### config.mk
export PLATFORM = sky130hd
export DESIGN_NAME = sps_queue_state
export DESIGN_NICKNAME = d
export VERILOG_FILES = /design/src/rtl/core/sps_pkg.sv /design/src/rtl/core/sps_queue_state.sv
export SDC_FILE = /design/constraint.sdc
export NUM_CORES = 1
export LEC_CHECK = 0
export BUFFER_PORTS_ARGS = -buffer_cell sky130_fd_sc_hd__buf_2
export CORE_ASPECT_RATIO = 1.1
export CORE_UTILIZATION = 40
export CTS_BUF_LIST = sky130_fd_sc_hd__clkbuf_4 sky130_fd_sc_hd__clkbuf_8 sky130_fd_sc_hd__clkbuf_16
export DETAILED_ROUTE_END_ITERATION = 7
export PLACE_DENSITY_LB_ADDON = 0.05
export SLEW_MARGIN = 20
export SYNTH_ARGS = -nofsm -noshare
export SYNTH_HDL_FRONTEND = slang
export SYNTH_SLANG_ARGS = --single-unit
### constraint.sdc
create_clock -name clk_i -period 11.4 [get_ports clk_i]
set_input_delay 3.42 -clock clk_i [delete_from_list [all_inputs] [get_ports clk_i]]
set_output_delay 3.42 -clock clk_i [all_outputs]
set_load 0.005 [all_outputs]
### src/rtl/core/sps_pkg.sv
// shared types and constants of the strict priority scheduler
package sps_pkg;

  // default sizing
  localparam int unsigned QUEUE_DEPTH_DEF = 128;
  localparam int unsigned NUM_LEVELS_DEF  = 4;

  // field widths of an item and a stored job entry
  localparam int unsigned JOB_W   = 8;
  localparam int unsigned RUN_W   = 5;
  localparam int unsigned PRIO_W  = 2;
  localparam int unsigned ENTRY_W = JOB_W + RUN_W;

  // item kinds
  localparam logic KIND_ARRIVAL = 1'b0;
  localparam logic KIND_TICK    = 1'b1;

  // result status codes
  typedef enum logic [1:0] {
    ST_IDLE   = 2'd0,
    ST_RAN    = 2'd1,
    ST_ACCEPT = 2'd2,
    ST_DROP   = 2'd3
  } status_e;

  // control sequencer states
  typedef enum logic {
    S_ACCEPT = 1'b0,
    S_SERVE  = 1'b1
  } state_e;

  // queue update command from the sequencer to the queue state
  typedef struct packed {
    logic push;
    logic serve;
    logic fin;
  } q_cmd_t;

endpackage

### src/rtl/core/sps_queue_state.sv
// per-level fifo pointers, fill counts, head quanta and the priority pick
module sps_queue_state #(
  parameter int unsigned QUEUE_DEPTH = sps_pkg::QUEUE_DEPTH_DEF,
  parameter int unsigned NUM_LEVELS  = sps_pkg::NUM_LEVELS_DEF,
  parameter int unsigned LVL_W       = $clog2(NUM_LEVELS),
  parameter int unsigned IDX_W       = $clog2(QUEUE_DEPTH)
) (
  input  logic                      clk_i,
  input  logic                      rst_ni,
  input  sps_pkg::q_cmd_t           cmd_i,
  input  logic [LVL_W-1:0]          acc_lvl_i,
  input  logic [sps_pkg::RUN_W-1:0] served_quanta_i,
  output logic                      pick_valid_o,
  output logic [LVL_W-1:0]          pick_lvl_o,
  output logic                      full_o,
  output logic [IDX_W-1:0]          head_o,
  output logic [IDX_W-1:0]          tail_o,
  output logic [sps_pkg::RUN_W-1:0] head_quanta_o
);

  localparam int unsigned CNT_W = $clog2(QUEUE_DEPTH + 1);
  localparam int unsigned SUM_W = CNT_W + 1;
  localparam logic [CNT_W-1:0] FULL_CNT = CNT_W'(QUEUE_DEPTH);
  localparam logic [SUM_W-1:0] DEPTH_S  = SUM_W'(QUEUE_DEPTH);
  localparam logic [IDX_W-1:0] LAST_IDX = IDX_W'(QUEUE_DEPTH - 1);

  logic [IDX_W-1:0]          head_q  [NUM_LEVELS];
  logic [CNT_W-1:0]          count_q [NUM_LEVELS];
  logic [sps_pkg::RUN_W-1:0] hsq_q   [NUM_LEVELS];

  logic [IDX_W-1:0] acc_head;
  logic [CNT_W-1:0] acc_count;
  logic [SUM_W-1:0] tail_sum;
  logic [IDX_W-1:0] head_next;

  // highest non-empty level, level 0 wins
  always_comb begin
    pick_valid_o = 1'b0;
    pick_lvl_o   = '0;
    for (int i = NUM_LEVELS - 1; i >= 0; i--) begin
      if (count_q[i] != '0) begin
        pick_valid_o = 1'b1;
        pick_lvl_o   = LVL_W'(i);
      end
    end
  end

  // single access level view
  assign acc_head      = head_q[acc_lvl_i];
  assign acc_count     = count_q[acc_lvl_i];
  assign head_quanta_o = hsq_q[acc_lvl_i];
  assign head_o        = acc_head;
  assign full_o        = (acc_count == FULL_CNT);

  // tail index wraps once at most
  assign tail_sum = SUM_W'(acc_head) + SUM_W'(acc_count);
  assign tail_o   = (tail_sum >= DEPTH_S) ? IDX_W'(tail_sum - DEPTH_S) : IDX_W'(tail_sum);

  assign head_next = (acc_head == LAST_IDX) ? '0 : acc_head + IDX_W'(1);

  // pointer and count updates
  always_ff @(posedge clk_i or negedge rst_ni) begin
    if (!rst_ni) begin
      for (int i = 0; i < NUM_LEVELS; i++) begin
        head_q[i]  <= '0;
        count_q[i] <= '0;
        hsq_q[i]   <= '0;
      end
    end else if (cmd_i.push) begin
      count_q[acc_lvl_i] <= acc_count + CNT_W'(1);
    end else if (cmd_i.serve) begin
      if (cmd_i.fin) begin
        hsq_q[acc_lvl_i]   <= '0;
        head_q[acc_lvl_i]  <= head_next;
        count_q[acc_lvl_i] <= acc_count - CNT_W'(1);
      end else begin
        hsq_q[acc_lvl_i] <= served_quanta_i;
      end
    end
  end

endmodule

==> reports/results.tsv <==
stage	metric	value	unit
status	status	finished clean	
cts	cts hold-fix bufs	0	
logic_synthesis	mux cell area share after synthesis	19.78	%
layout	ant diodes	0	
layout	Reg area	2002	um2
setup_path	critical setup path kind	primary input to primary output	
logic_synthesis	top_reg_cell synth	dfrtp_1	
detailed_routing	Final ANT Viol Nets	0	
floorplan	# rows	38	
cts	clock latency on the worst-skew pair	360	ps
logic_synthesis	top post-synthesis cells by area	dfrtp_1 48%, mux4_2 8.6%, mux2_2 8.4%	
setup_path	CP Data Arrival Time	6230	ps
sta	Hold Vio Cnt, Final	0	
sta	Final Slew Violations	0	
hold_path	hold crit path type	flip-flop to flip-flop	
global_routing	grt ovf	0	
hold_path	Worst Hold Depth	2	
power_and_ir_drop	sw power	351.1	uW
setup_path	R2R setup slack	8890	ps
logic_synthesis	Post-synth ARST share	100.0	%
cts	postcts setup bufs	0	
global_routing	number of global-route vias before repair	2952	
cts	Clk pin slew, worst setup/hold paths	80	ps
logic_synthesis	Cell variety after synth	42	
floorplan	initial core utilization	41.80	%
placement	global placer's final weighted congestion	0.7467	
detailed_routing	DRC viols	0	
logic_synthesis	Synthesized Nets	389	
hold_path	HP Start	head_q[18]$_DFFE_PN0P_	
setup_path	FF-to-FF path depth	8	
detailed_routing	Initial DRT Pass Iterations	6	
sta	final period utilization	84.64	%
floorplan	Core Region	9985	um2
power_and_ir_drop	P_leak	2.085	nW
floorplan	die width	99.40	um
cts	CTS tree	built	
logic_synthesis	Synth Area in Adders	3.477	%
layout	layout cells sized above 1	26.38	%
sta	TNS Setup	0	ps
layout	Final Core Density	46.25	%
setup_path	Critical R2R Launch	count_q[1]$_DFFE_PN0P_	
sta	crit path time final	9649	ps
layout	nets	416	
placement	dpl hpwl	6628	um
setup_path	Critical Path Source Type	primary input	
logic_synthesis	main combinational cell family by area after synthesis	multiplexers	
layout	final instance area	4618	um2
logic_synthesis	Yosys top cell area share	47.96	%
sta	RSZ-0062 raised after global routing	no	
setup_path	Max FO, Critical Path	28	
global_routing	largest net degree at the start of global routing	67	
layout	Multi-input gate area	2037	um2
setup_path	CP Capture Type	primary output	
sta	post-route clock skew	14.41	ps
cts	total CTS buffers	9	
power_and_ir_drop	Power Internal	640.5	uW
logic_synthesis	most common cell in the netlist	dfrtp_1	
placement	IO Port Bufs	34	
detailed_routing	final WL	9406	um
floorplan	I/O Pins	35	
logic_synthesis	Post-synth EDFFs	0	
power_and_ir_drop	Clk pwr share	22.8	%
floorplan	die area	10850	um2
power_and_ir_drop	PwrDens	214.7	nW/um2
global_routing	Tot GR Track Use	19.25	%
run	max-capacitance violation count	0	
sta	Peak Freq	103.6	MHz
logic_synthesis	synth warn	0	
detailed_routing	via count	2830	
placement	Placement Cell Area	4403	um2
logic_synthesis	Synth Area in Simple Gates	13.19	%
logic_synthesis	most frequent cells after synthesis	80 x dfrtp_1, 62 x nand2_1, 40 x o21ai_0, 31 x mux2_2, 16 x mux4_2	
logic_synthesis	leading area contributor after synthesis	dfrtp_1	
logic_synthesis	Yosys reg bits	80	
layout	area grow syn2layout	10.64	%
global_routing	first-pass GRT wire length	15570	um
sta	Tightest Pin Transition	980.6	ps
detailed_routing	DR iter-0 viols	115	
floorplan	chip height	109.1	um
setup_path	CP Launch Point	acc_lvl_i[0]	
detailed_routing	vias per cell	5.463	
logic_synthesis	Post-Synth XOR/XNOR Area	3.567	%
power_and_ir_drop	Worst IR Drop VDD	0.00007035	V
logic_synthesis	Post-Syn Area per Cell	11.40	um2
hold_path	WHS Endpoint	head_q[18]$_DFFE_PN0P_	
sta	relative slew slack	34.39	%
cts	Root Buffer Master	clkbuf_8	
global_routing	initial antenna violation count	0	
logic_synthesis	Compound-Gate Fraction of Synth Area	8.783	%
logic_synthesis	Mapped Area	4174	um2
setup_path	Worst R2R End	count_q[28]$_DFFE_PN0P_	
layout	Filler cells	921	
logic_synthesis	Mapped Cells	366	
cts	Clock Sinks	80	
cts	clock buffer depth	2	
cts	H-tree levels	3	
power_and_ir_drop	Comb pwr share	35.2	%
setup_path	Worst EP required	7980	ps
logic_synthesis	register area share after synthesis	47.96	%
cts	post-cts gate resize count	0	
detailed_routing	Routed wire per std cell	18.16	um
power_and_ir_drop	Switching Fraction	35.41	%
sta	Final Setup Violations	0	
power_and_ir_drop	Seq pwr share	42.0	%
stage by stage:
stage	setup WS, ps	power, mW	hold WS [ps]	instances
detailed placement	1724	0.7760	463.1	502
floorplan	2488	0.6574	441.6	366
CTS	1718	1.005	481.9	518
global placement	1792	0.7697	457.9	502
finish	1751	0.9915	477.0	518
global route	1548	1.060	504.3	518
power groups by stage:
stage | combinational (mW) | clock [mW] | sequential, mW
final | 0.349 | 0.226 | 0.417
after global routing | 0.391 | 0.244 | 0.426
after CTS | 0.355 | 0.234 | 0.416
after detailed placement | 0.354 | 0 | 0.422
after global placement | 0.349 | 0 | 0.421
after floorplan | 0.258 | 0 | 0.399
area by class of cell:
cell class / instances / area share [%]
tap: 120 / 3.251
clock inverter: 5 / 1.382
inverter: 9 / 0.7315
multi-input combinational: 258 / 44.11
timing repair buffer: 35 / 3.901
clock buffer: 11 / 3.278
sequential: 80 / 43.35
cells by family after synthesis:
family	after synthesis
buffers and inverters	28
XOR/XNOR	17
AND/OR/NAND/NOR	113
multiplexers	52
AO/OA/AOI/OAI	65
adder cells (fa/ha/maj)	11
flip-flops	80
worst max-delay path, cell delays in order:
cell,delay [ps]
buf_2,620
mux4_2,730
ha_1,240
inv_1,70
fa_1,210
inv_1,50
a21oi_1,140
o21bai_1,110
a21o_1,190
a21oi_1,170
xnor2_1,130
buf_2,130
cell usage in the layout, fill, tap and decap left out, types with 3 or more instances in the layout:
master | Yosys | layout
a21o_1 | 3 | 3
a21oi_1 | 9 | 9
buf_2 | 3 | 33
clkbuf_8 | 0 | 11
dfrtp_1 | 80 | 80
ha_1 | 10 | 10
inv_1 | 9 | 9
mux2_2 | 31 | 31
mux4_1 | 4 | 4
mux4_2 | 16 | 16
nand2_1 | 62 | 62
nand2b_1 | 8 | 8
nand3_1 | 5 | 5
nand4_1 | 3 | 3
nor2_1 | 12 | 12
nor4_1 | 4 | 4
o21ai_0 | 40 | 40
o21bai_1 | 3 | 3
o31ai_1 | 5 | 5
or4_1 | 5 | 5
xnor2_1 | 8 | 8
xor2_1 | 9 | 9
layer usage:
| metal | track usage (%) | wire (um) |
|---|---|---|
| met1 | 27.07 | 4484 |
| met2 | 30.11 | 4387 |
| met3 | 3.526 | 396 |
| met5 | 0 | 0 |
| met4 | 6.513 | 138 |
registers in the layout, indices dropped and copies added (netlist names), named ones only:
register / cells
hsq_q: 20
head_q: 28
count_q: 28
worst max path at each step:
stage	cells after the start	to	slack (ps)
6_report	12	tail_o[6]	1750
3_3_place_gp	12	tail_o[6]	1790
5_1_grt	12	tail_o[6]	1550
4_1_cts	12	tail_o[6]	1720
3_5_place_dp	12	tail_o[6]	1720
2_1_floorplan	12	tail_o[6]	2490
No activity file was read; power rests on OpenSTA's default activity.
